### src/rtl/i2cmat_pkg.sv
`timescale 1ns / 1ps

package i2cmat_pkg;

    // Transmit buffer geometry (depth must be a power of two)
    localparam int TX_DEPTH = 256;
    localparam int TX_IDX_W = $clog2(TX_DEPTH);

    localparam int CFG_W       = 64;
    localparam int CFG_IDX_W   = 2;
    localparam int COUNT_W     = 16;
    localparam int ADDR_W      = 7;
    localparam int BYTE_W      = 8;
    localparam int CMD_W       = 2;
    localparam int EVENT_W     = 3;

    // Configuration register indexes
    localparam logic [CFG_IDX_W-1:0] CFG_MAP_LOW  = 2'd0;
    localparam logic [CFG_IDX_W-1:0] CFG_MAP_HIGH = 2'd1;
    localparam logic [CFG_IDX_W-1:0] CFG_TX_EN    = 2'd2;

    // Commands
    localparam logic [CMD_W-1:0] CMD_BYTE = 2'd0;
    localparam logic [CMD_W-1:0] CMD_STOP = 2'd1;
    localparam logic [CMD_W-1:0] CMD_LOAD = 2'd2;

    // Event codes
    localparam logic [EVENT_W-1:0] EV_NACK  = 3'd0;
    localparam logic [EVENT_W-1:0] EV_WADDR = 3'd1;
    localparam logic [EVENT_W-1:0] EV_DATA  = 3'd2;
    localparam logic [EVENT_W-1:0] EV_RADDR = 3'd3;
    localparam logic [EVENT_W-1:0] EV_NEXT  = 3'd4;
    localparam logic [EVENT_W-1:0] EV_STOP  = 3'd5;
    localparam logic [EVENT_W-1:0] EV_NONE  = 3'd6;

    localparam logic [COUNT_W-1:0] COUNT_MAX = {COUNT_W{1'b1}};

    typedef enum logic [1:0] {
        PH_IDLE = 2'd0,
        PH_RECV = 2'd1,
        PH_SEND = 2'd2
    } phase_t;

    // One result, before the buffer byte is merged in
    typedef struct packed {
        logic [EVENT_W-1:0] event_kind;
        logic [ADDR_W-1:0]  target_address;
        logic [BYTE_W-1:0]  data_byte;
        logic               ack;
        logic [COUNT_W-1:0] byte_length;
        logic               use_buffer;
    } result_t;

    // Decoder verdict for one transfer
    typedef struct packed {
        phase_t             phase_next;
        logic [COUNT_W-1:0] count_next;
        logic               tx_advance;
        logic               tx_rewind;
        result_t            result;
    } step_t;

endpackage

### src/rtl/i2cmat_if.sv
`timescale 1ns / 1ps

interface i2cmat_req_if;
    import i2cmat_pkg::*;

    logic              valid;
    logic              ready;
    logic [CMD_W-1:0]  command;
    logic [BYTE_W-1:0] bus_byte;
    logic [BYTE_W-1:0] load_index;
    logic [BYTE_W-1:0] load_value;

    modport source (output valid, command, bus_byte, load_index, load_value, input ready);
    modport sink   (input valid, command, bus_byte, load_index, load_value, output ready);
endinterface

interface i2cmat_rsp_if;
    import i2cmat_pkg::*;

    logic               valid;
    logic               ready;
    logic [EVENT_W-1:0] event_kind;
    logic [ADDR_W-1:0]  target_address;
    logic [BYTE_W-1:0]  data_byte;
    logic               ack;
    logic [COUNT_W-1:0] byte_length;

    modport source (output valid, event_kind, target_address, data_byte, ack, byte_length,
                    input ready);
    modport sink   (input valid, event_kind, target_address, data_byte, ack, byte_length,
                    output ready);
endinterface

### src/rtl/i2cmat_decode.sv
`timescale 1ns / 1ps

module i2cmat_decode (
    input  i2cmat_pkg::phase_t                    phase,
    input  logic [i2cmat_pkg::CMD_W-1:0]          command,
    input  logic [i2cmat_pkg::BYTE_W-1:0]         bus_byte,
    input  logic [i2cmat_pkg::COUNT_W-1:0]        byte_count,
    input  logic                                  tx_enable,
    input  logic [2*i2cmat_pkg::CFG_W-1:0]        address_map,
    output i2cmat_pkg::step_t                     step
);
    import i2cmat_pkg::*;

    logic [ADDR_W-1:0]  addr;
    logic               addr_hit;
    logic               read_bit;
    logic [COUNT_W-1:0] count_inc;
    phase_t             phase_next;
    logic [COUNT_W-1:0] count_next;
    logic               tx_take;
    logic               tx_rewind;
    result_t            result;

    assign addr      = bus_byte[BYTE_W-1:1];
    assign read_bit  = bus_byte[0];
    assign addr_hit  = address_map[addr];
    assign count_inc = (byte_count == COUNT_MAX) ? byte_count : byte_count + 1'b1;

    // Next state
    always_comb
    begin
        phase_next = phase;
        count_next = byte_count;
        tx_take    = 1'b0;
        tx_rewind  = 1'b0;
        case (command)
            CMD_BYTE:
            begin
                case (phase)
                    PH_IDLE:
                    begin
                        count_next = '0;
                        if (addr_hit)
                        begin
                            phase_next = read_bit ? PH_SEND : PH_RECV;
                            tx_take    = read_bit;
                        end
                    end
                    PH_RECV: count_next = count_inc;
                    PH_SEND:
                    begin
                        count_next = count_inc;
                        tx_take    = 1'b1;
                    end
                    default: ;
                endcase
            end
            CMD_STOP:
            begin
                if (phase != PH_IDLE)
                begin
                    phase_next = PH_IDLE;
                    count_next = '0;
                    tx_rewind  = 1'b1;
                end
            end
            default: ;
        endcase
    end

    // Result fields
    always_comb
    begin
        result            = '0;
        result.event_kind = EV_NONE;
        case (command)
            CMD_BYTE:
            begin
                case (phase)
                    PH_IDLE:
                    begin
                        result.target_address = addr;
                        if (!addr_hit)
                        begin
                            result.event_kind = EV_NACK;
                        end
                        else if (read_bit)
                        begin
                            result.event_kind = EV_RADDR;
                            result.ack        = 1'b1;
                            result.use_buffer = tx_enable;
                        end
                        else
                        begin
                            result.event_kind = EV_WADDR;
                            result.ack        = 1'b1;
                        end
                    end
                    PH_RECV:
                    begin
                        result.event_kind = EV_DATA;
                        result.data_byte  = bus_byte;
                        result.ack        = 1'b1;
                    end
                    PH_SEND:
                    begin
                        result.event_kind = EV_NEXT;
                        result.use_buffer = tx_enable;
                    end
                    default: ;
                endcase
            end
            CMD_STOP:
            begin
                if (phase != PH_IDLE)
                begin
                    result.event_kind  = EV_STOP;
                    result.byte_length = byte_count;
                end
            end
            default: ;
        endcase
    end

    assign step.phase_next = phase_next;
    assign step.count_next = count_next;
    assign step.tx_advance = tx_take & tx_enable;
    assign step.tx_rewind  = tx_rewind;
    assign step.result     = result;

endmodule

### src/rtl/i2c_multi_address_target.sv
`timescale 1ns / 1ps

// Transaction-level I2C target answering on any seven-bit address enabled in a
// 128-bit map. Each request transfer (bus byte, stop, or buffer load) yields
// exactly one response transfer, in order. Throughput is one request per clock
// while responses are taken; a response passes the stage 1 register (decode
// plus transmit-buffer read on the accept edge), then the output register. The
// transmit buffer is a 256 x 8 single-write memory read at the current buffer
// index on every accept edge; it has no reset and needs no clearing pass, so
// the block is ready right after reset. Entries must be loaded before a read
// transaction hands them out. Configuration writes are only allowed while no
// response is pending; writing tx_enable also rewinds the buffer index.

module i2c_multi_address_target (
    input  logic                                clk,
    input  logic                                rst_n,
    input  logic                                cfg_write_en,
    input  logic [i2cmat_pkg::CFG_IDX_W-1:0]    cfg_index,
    input  logic [i2cmat_pkg::CFG_W-1:0]        cfg_data,
    i2cmat_req_if.sink                          req,
    i2cmat_rsp_if.source                        rsp
);
    import i2cmat_pkg::*;

    // Configuration
    logic [CFG_W-1:0]    map_low_reg;
    logic [CFG_W-1:0]    map_high_reg;
    logic                tx_enable_reg;

    // Transaction state
    phase_t              phase_reg;
    logic [COUNT_W-1:0]  count_reg;
    logic [TX_IDX_W-1:0] tx_index_reg;
    logic [TX_IDX_W-1:0] tx_index_next;

    // Stage 1: decoded result plus buffer read
    logic                s1_valid_reg;
    logic                s1_valid_next;
    result_t             s1_result_reg;
    logic [BYTE_W-1:0]   rd_data_reg;

    // Output register
    logic                out_valid_reg;
    logic                out_valid_next;
    logic [EVENT_W-1:0]  out_event_reg;
    logic [ADDR_W-1:0]   out_addr_reg;
    logic [BYTE_W-1:0]   out_data_reg;
    logic                out_ack_reg;
    logic [COUNT_W-1:0]  out_length_reg;

    logic [BYTE_W-1:0]   tx_mem [TX_DEPTH];

    step_t               step;
    logic                accept;
    logic                s1_move;
    logic                load_write;
    logic [TX_IDX_W-1:0] load_addr;

    i2cmat_decode u_decode (
        .phase       (phase_reg),
        .command     (req.command),
        .bus_byte    (req.bus_byte),
        .byte_count  (count_reg),
        .tx_enable   (tx_enable_reg),
        .address_map ({map_high_reg, map_low_reg}),
        .step        (step)
    );

    // Stage 1 drains into the output register when that is empty or being taken,
    // so a new request can land while a finished response waits.
    assign s1_move   = s1_valid_reg && (!out_valid_reg || rsp.ready);
    assign req.ready = !s1_valid_reg || s1_move;
    assign accept    = req.valid && req.ready;

    assign s1_valid_next  = accept || (s1_valid_reg && !s1_move);
    assign out_valid_next = s1_move || (out_valid_reg && !rsp.ready);

    assign load_write = accept && (req.command == CMD_LOAD);
    // Index taken modulo the (power of two) depth
    assign load_addr  = TX_IDX_W'(req.load_index);

    // Buffer index: config write of tx_enable or a stop rewinds; wraps at depth
    always_comb
    begin
        tx_index_next = tx_index_reg;
        if (cfg_write_en && (cfg_index == CFG_TX_EN))
        begin
            tx_index_next = '0;
        end
        else if (accept)
        begin
            if (step.tx_rewind)
            begin
                tx_index_next = '0;
            end
            else if (step.tx_advance)
            begin
                tx_index_next = tx_index_reg + 1'b1;
            end
        end
    end

    always_ff @(posedge clk or negedge rst_n)
    begin
        if (!rst_n)
        begin
            map_low_reg   <= '0;
            map_high_reg  <= '0;
            tx_enable_reg <= 1'b0;
        end
        else if (cfg_write_en)
        begin
            case (cfg_index)
                CFG_MAP_LOW:  map_low_reg   <= cfg_data;
                CFG_MAP_HIGH: map_high_reg  <= cfg_data;
                CFG_TX_EN:    tx_enable_reg <= cfg_data[0];
                default: ;
            endcase
        end
    end

    always_ff @(posedge clk or negedge rst_n)
    begin
        if (!rst_n)
        begin
            phase_reg     <= PH_IDLE;
            count_reg     <= '0;
            tx_index_reg  <= '0;
            s1_valid_reg  <= 1'b0;
            out_valid_reg <= 1'b0;
        end
        else
        begin
            if (accept)
            begin
                phase_reg <= step.phase_next;
                count_reg <= step.count_next;
            end
            tx_index_reg  <= tx_index_next;
            s1_valid_reg  <= s1_valid_next;
            out_valid_reg <= out_valid_next;
        end
    end

    // Payload registers, no reset
    always_ff @(posedge clk)
    begin
        if (accept)
        begin
            s1_result_reg <= step.result;
        end
        if (s1_move)
        begin
            out_event_reg  <= s1_result_reg.event_kind;
            out_addr_reg   <= s1_result_reg.target_address;
            out_data_reg   <= s1_result_reg.use_buffer ? rd_data_reg
                                                       : s1_result_reg.data_byte;
            out_ack_reg    <= s1_result_reg.ack;
            out_length_reg <= s1_result_reg.byte_length;
        end
    end

    // Transmit buffer: one write port for loads, one registered read at the index
    always_ff @(posedge clk)
    begin
        if (load_write)
        begin
            tx_mem[load_addr] <= req.load_value;
        end
        if (accept)
        begin
            rd_data_reg <= tx_mem[tx_index_reg];
        end
    end

    assign rsp.valid          = out_valid_reg;
    assign rsp.event_kind     = out_event_reg;
    assign rsp.target_address = out_addr_reg;
    assign rsp.data_byte      = out_data_reg;
    assign rsp.ack            = out_ack_reg;
    assign rsp.byte_length    = out_length_reg;

    // A stop that ends a transaction always leaves the target idle
    a_stop_to_idle: assert property (@(posedge clk) disable iff (!rst_n)
        (accept && (req.command == CMD_STOP)) |=> (phase_reg == PH_IDLE))
        else $error("stop transfer did not return to idle");

    // With the buffer disabled the index never leaves entry zero
    a_index_parked: assert property (@(posedge clk) disable iff (!rst_n)
        !tx_enable_reg |-> (tx_index_reg == '0))
        else $error("buffer index moved while buffer disabled");

    // Ack only on address matches and received data
    a_ack_events: assert property (@(posedge clk) disable iff (!rst_n)
        (rsp.valid && rsp.ack) |-> ((rsp.event_kind == EV_WADDR) ||
                                    (rsp.event_kind == EV_DATA) ||
                                    (rsp.event_kind == EV_RADDR)))
        else $error("ack on non-acknowledged event");

    // Byte count is reported on stop events only
    a_length_on_stop: assert property (@(posedge clk) disable iff (!rst_n)
        (rsp.valid && (rsp.event_kind != EV_STOP)) |-> (rsp.byte_length == '0))
        else $error("byte length outside stop event");

endmodule
### src/flat_wrapper.sv
// flat-port wrapper written by rule: the top's interface ports become plain ports
module i2c_multi_address_target_flat import i2cmat_pkg::*;
  (clk, rst_n, cfg_write_en, cfg_index, cfg_data, req_valid, req_command, req_bus_byte, req_load_index, req_load_value, req_ready, rsp_valid, rsp_event_kind, rsp_target_address, rsp_data_byte, rsp_ack, rsp_byte_length, rsp_ready);
  i2cmat_req_if req_i ();
  i2cmat_rsp_if rsp_i ();
  input  logic clk;
  input  logic rst_n;
  input  logic cfg_write_en;
  input  logic [i2cmat_pkg::CFG_IDX_W-1:0] cfg_index;
  input  logic [i2cmat_pkg::CFG_W-1:0] cfg_data;
  input wire logic [$bits(req_i.valid)-1:0] req_valid;
  input wire logic [$bits(req_i.command)-1:0] req_command;
  input wire logic [$bits(req_i.bus_byte)-1:0] req_bus_byte;
  input wire logic [$bits(req_i.load_index)-1:0] req_load_index;
  input wire logic [$bits(req_i.load_value)-1:0] req_load_value;
  output wire logic [$bits(req_i.ready)-1:0] req_ready;
  output wire logic [$bits(rsp_i.valid)-1:0] rsp_valid;
  output wire logic [$bits(rsp_i.event_kind)-1:0] rsp_event_kind;
  output wire logic [$bits(rsp_i.target_address)-1:0] rsp_target_address;
  output wire logic [$bits(rsp_i.data_byte)-1:0] rsp_data_byte;
  output wire logic [$bits(rsp_i.ack)-1:0] rsp_ack;
  output wire logic [$bits(rsp_i.byte_length)-1:0] rsp_byte_length;
  input wire logic [$bits(rsp_i.ready)-1:0] rsp_ready;
  assign req_i.valid = req_valid;
  assign req_i.command = req_command;
  assign req_i.bus_byte = req_bus_byte;
  assign req_i.load_index = req_load_index;
  assign req_i.load_value = req_load_value;
  assign req_ready = req_i.ready;
  assign rsp_valid = rsp_i.valid;
  assign rsp_event_kind = rsp_i.event_kind;
  assign rsp_target_address = rsp_i.target_address;
  assign rsp_data_byte = rsp_i.data_byte;
  assign rsp_ack = rsp_i.ack;
  assign rsp_byte_length = rsp_i.byte_length;
  assign rsp_i.ready = rsp_ready;
  i2c_multi_address_target u_core (.clk(clk), .rst_n(rst_n), .cfg_write_en(cfg_write_en), .cfg_index(cfg_index), .cfg_data(cfg_data), .req(req_i), .rsp(rsp_i));
endmodule
### config.mk
export PLATFORM = sky130hd
export DESIGN_NAME = i2c_multi_address_target_flat
export DESIGN_NICKNAME = d
export VERILOG_FILES = /design/src/rtl/i2cmat_pkg.sv /design/src/rtl/i2cmat_if.sv /design/src/rtl/i2cmat_decode.sv /design/src/rtl/i2c_multi_address_target.sv /design/src/flat_wrapper.sv
export SDC_FILE = /design/constraint.sdc
export NUM_CORES = 2
export LEC_CHECK = 0
export ABC_AREA = 1
export BUFFER_PORTS_ARGS = -buffer_cell sky130_fd_sc_hd__buf_2
export CORE_AREA = 10 10 474 476
export CTS_CLUSTER_DIAMETER = 30
export DETAILED_ROUTE_END_ITERATION = 7
export DIE_AREA = 0 0 484 486
export GPL_TIMING_DRIVEN = 0
export PLACE_DENSITY = 0.6
export SLEW_MARGIN = 40
export SYNTH_ARGS = -nofsm -noshare
export SYNTH_HDL_FRONTEND = slang
export SYNTH_SLANG_ARGS = --single-unit
### constraint.sdc
create_clock -name clk -period 8.7 [get_ports clk]
set_input_delay 0.435 -clock clk [delete_from_list [all_inputs] [get_ports clk]]
set_output_delay 0.435 -clock clk [all_outputs]
set_load 0.05 [all_outputs]
==> out/results.md <==
| Quantity | Value | Unit |
|:---|:---|:---|
| Post-Route WL | 386000 | µm |
| RR Startpoint | u_core.rsp.valid | - |
| Worst-path clk slew | 0.05 | ns |
| Main flop type after synthesis | sky130_fd_sc_hd__edfxtp_1 | - |
| Yosys top cell by area | sky130_fd_sc_hd__edfxtp_1 | - |
| Worst endpoint required time | 9.29 | ns |
| Number of buffers created by CTS | 459 | - |
| Max-Slew Margin vs Limit | 0.291 | - |
| Initial standard-cell utilization of the core | 0.426 | - |
| Top area cells in the synthesized netlist | sky130_fd_sc_hd__edfxtp_1, sky130_fd_sc_hd__o21ai_0, sky130_fd_sc_hd__nor2_1 | - |
| Max_cap viols | 0 | - |
| Register bit count reported by yosys | 2284 | - |
| Final cell count without fillers | 11500 | - |
| Yosys cell types | 39 | - |
| Vias in the first global route | 66700 | - |
| Synth-to-Final Area Change | 24.9 | % |
| Number of nets at the end of the flow | 8344 | - |
| Worst-Skew Late Latency | 1.03 | ns |
| Number of optimization iterations in the first detailed-route pass | 7 | - |
| Core footprint | 0.216 | mm² |
| Accumulated negative setup slack | 0 | ns |
| Count of pins on the block boundary | 134 | - |
| Final HPWL DP | 257000 | µm |
| Fraction of the yosys area taken by sequential cells | 0.737 | - |
| Minimum setup slack after placement | 4.10 | ns |
| Share of Yosys cell area claimed by the top area cell type | 0.695 | - |
| Number of instances in the placed design | 10500 | - |
| Final max-slew violation count | 0 | - |
| CTS max path bufs | 4 | - |
| Y dimension of the die | 486 | µm |
| Final Skew | 0.0668 | ns |
| Period minus WS final | 4.73 | ns |
| Sink count of the clock tree | 2284 | - |
| Worst-margin pin slew | 1.06 | ns |
| Final period util | 0.543 | - |
| Syn_area_per_cell | 12.2 | µm² |
| Reg-to-reg endpoint | u_core.tx_mem[183][4] | - |
| Area of the die | 0.235 | mm² |
| Detailed-route vias per instance | 6.28 | - |
| Flip-flop count of the largest register, all copies and words added | 2048 | - |
| Largest net degree at the start of global routing | 98 | - |
| Number of synthesized flops with an enable pin | 2127 | - |
| Share of cells above drive strength 1 | 0.176 | - |
| Synthesized Nets | 7637 | - |
| All-Layer GR Usage | 0.314 | - |
| Static Leakage | 39.7 | nW |
| Run status | complete, no violations | - |
| Max Fclk | 0.212 | GHz |
| Largest stage delay on the critical path | 0.81 | ns |
| Async S/R FF share, synth | 0.0687 | - |
| Remaining antenna violation count | 0 | - |
| Wire length of the first global-routing pass | 522000 | µm |
| Worst Reg-to-Reg Cells | 8 | - |
| GRT overflow | 0 | - |
| Count of warnings emitted by yosys | 0 | - |
| Buffers and inverters on the worst path | 2 | - |
| # resized after CTS | 0 | - |
| Data arrival time of the critical path | 5.31 | ns |
| RSZ-0062 raised after global routing | no | - |
| Worst-case register-to-register setup slack | 3.97 | ns |
| Number of antenna violations at the first check in global routing | 34 | - |
| Buffer type at the clock tree root | sky130_fd_sc_hd__clkbuf_16 | - |
| Die W | 484 | µm |
| Setup crit start kind | flip-flop | - |
| Most repeated cell in the gate-level netlist after synthesis | sky130_fd_sc_hd__edfxtp_1 | - |
| Synth top cells by count | sky130_fd_sc_hd__edfxtp_1, sky130_fd_sc_hd__nor2_1, sky130_fd_sc_hd__o21ai_0 | - |
| Max VDD drop | 244 | µV |
| WL per Instance | 33.6 | µm |
| DRC marker count from the first detailed-route iteration | 12700 | - |
| Final Hold Vio Count | 0 | - |
| Maximum fanout along the worst path | 46 | - |
| Slowest stage cell, crit path | sky130_fd_sc_hd__nor2_2 | - |
| Path class of the lowest-slack min-delay path | input pin to async pin | - |
| Via count of the routed design | 72100 | - |
| Post-synthesis instance area | 0.0920 | mm² |
| GP Congestion | 1.03 | - |
| Total DRC errors in the routed layout | 0 | - |
| # rows | 171 | - |
| Critical path class | flip-flop to flip-flop | - |
| Cell count after synthesis | 7534 | - |
| Finish-stage setup viols | 0 | - |
| Count of H-tree levels built during CTS | 5 | - |
| Post-route worst setup slack | 3.97 | ns |
| Pwr dens | 378 | mW/mm² |
| # port buffers | 130 | - |
| Delay-heaviest family, CP | simple AND/OR/NAND/NOR gates | - |
| TritonCTS clock tree | yes | - |
| Critical-path cell list | nand3_1 -> nand2_1 -> inv_4 -> nand3_1 -> nor3_1 -> nand2_1 -> clkbuf_1 -> nor2_2 | - |
| Critical Path End Type | flip-flop | - |
stage by stage:
step                hold slack [ns]  power (mW)  area, µm²   util
global placement              0.403        24.6      96200  0.446
finish                       0.0166        43.5     115000  0.533
detailed placement            0.327        24.7      98000  0.454
CTS                         0.00258        42.6     115000  0.531
floorplan                     0.139        18.6      92000      -
global route                 0.0433        44.1     115000  0.533
repair_timing:
action	CTS	global route
buffers inserted	0	0
hold endpoints to repair	645	0
hold buffers	86	0
cells by family (layout without fill, tap and decap cells):
logic type | count (synthesis) | in the layout | synth area share
compound gates | 1776 | 1776 | 0.104
xor+xnor | 5 | 5 | 0.000476
fa+ha+maj | 6 | 6 | 0.000816
buf+inv | 674 | 1755 | 0.0339
flops | 2284 | 2284 | 0.737
mux | 8 | 8 | 0.000980
other cells | 0 | 16 | 0
simple gates | 2781 | 2781 | 0.122
power breakdown:
group          leakage (nW)  switching, mW  total (mW)  internal [mW]
combinational          11.0           10.2        13.2           2.95
clock                  7.59           6.04        18.0           11.9
sequential             21.2         0.0894        12.3           12.2
total                  39.7           16.4        43.5           27.1
worst min-delay path, cell delays in order:
cell                            delay, ns
sky130_fd_sc_hd__dlygate4sd3_1       0.56
sky130_fd_sc_hd__buf_8               0.15
sky130_fd_sc_hd__buf_12              0.21
worst max-delay path by stage:
| stage | from | endpoint | slack, ns | cells past startpoint |
|---|---|---|---|---|
| after floorplan | u_core.rsp.valid | u_core.tx_mem[134][0] | 4.78 | 8 |
| after global placement | rsp_ready | u_core.tx_mem[225][7] | 2.76 | 10 |
| after detailed placement | rsp_ready | u_core.tx_mem[181][6] | 4.10 | 10 |
| after CTS | u_core.rsp.valid | u_core.tx_mem[108][1] | 4.21 | 8 |
| after global routing | u_core.rsp.valid | u_core.tx_mem[183][0] | 3.86 | 8 |
| final | u_core.rsp.valid | u_core.tx_mem[183][4] | 3.97 | 8 |
final cells by class:
type,count,area [µm²]
Antenna cell,16,40.0
Buffer,541,2740
Clock buffer,499,11800
Clock inverter,336,4020
Fill cell,17900,101000
Inverter,133,509
Multi-Input combinational cell,4576,22100
Sequential cell,2284,67800
Tap cell,2854,3570
Timing Repair Buffer,246,2370
metal layers:
metal,wire [µm],up-vias,GRT usage
met5,169,-,0
met4,24300,24,0.169
met1,139000,35500,0.405
met2,163000,6277,0.455
li1,-,29100,-
met3,59100,1251,0.122
cell usage in the layout (no fill, tap or decap), drive strengths merged, types with 2 or more instances in the layout:
| cell | Yosys | layout |
|---|---|---|
| dfrtp | 157 | 157 |
| nand3b | 2 | 2 |
| nor2 | 1381 | 1381 |
| o21ai | 1208 | 1208 |
| inv | 127 | 171 |
| nand3 | 557 | 557 |
| o31ai | 2 | 2 |
| clkinvlp | 0 | 59 |
| buf | 240 | 400 |
| nor3 | 13 | 13 |
| clkbuf | 301 | 801 |
| a31oi | 12 | 12 |
| dlygate4sd3 | 0 | 85 |
| mux2 | 8 | 8 |
| xor2 | 4 | 4 |
| clkinv | 6 | 165 |
| nand4 | 10 | 10 |
| diode | 0 | 16 |
| a21oi | 19 | 19 |
| ha | 6 | 6 |
| nand2 | 807 | 807 |
| edfxtp | 2127 | 2127 |
| o22ai | 533 | 533 |
| nor4 | 2 | 2 |
| and3 | 8 | 8 |
| bufinv | 0 | 74 |
(Power assumes the default switching activity.)
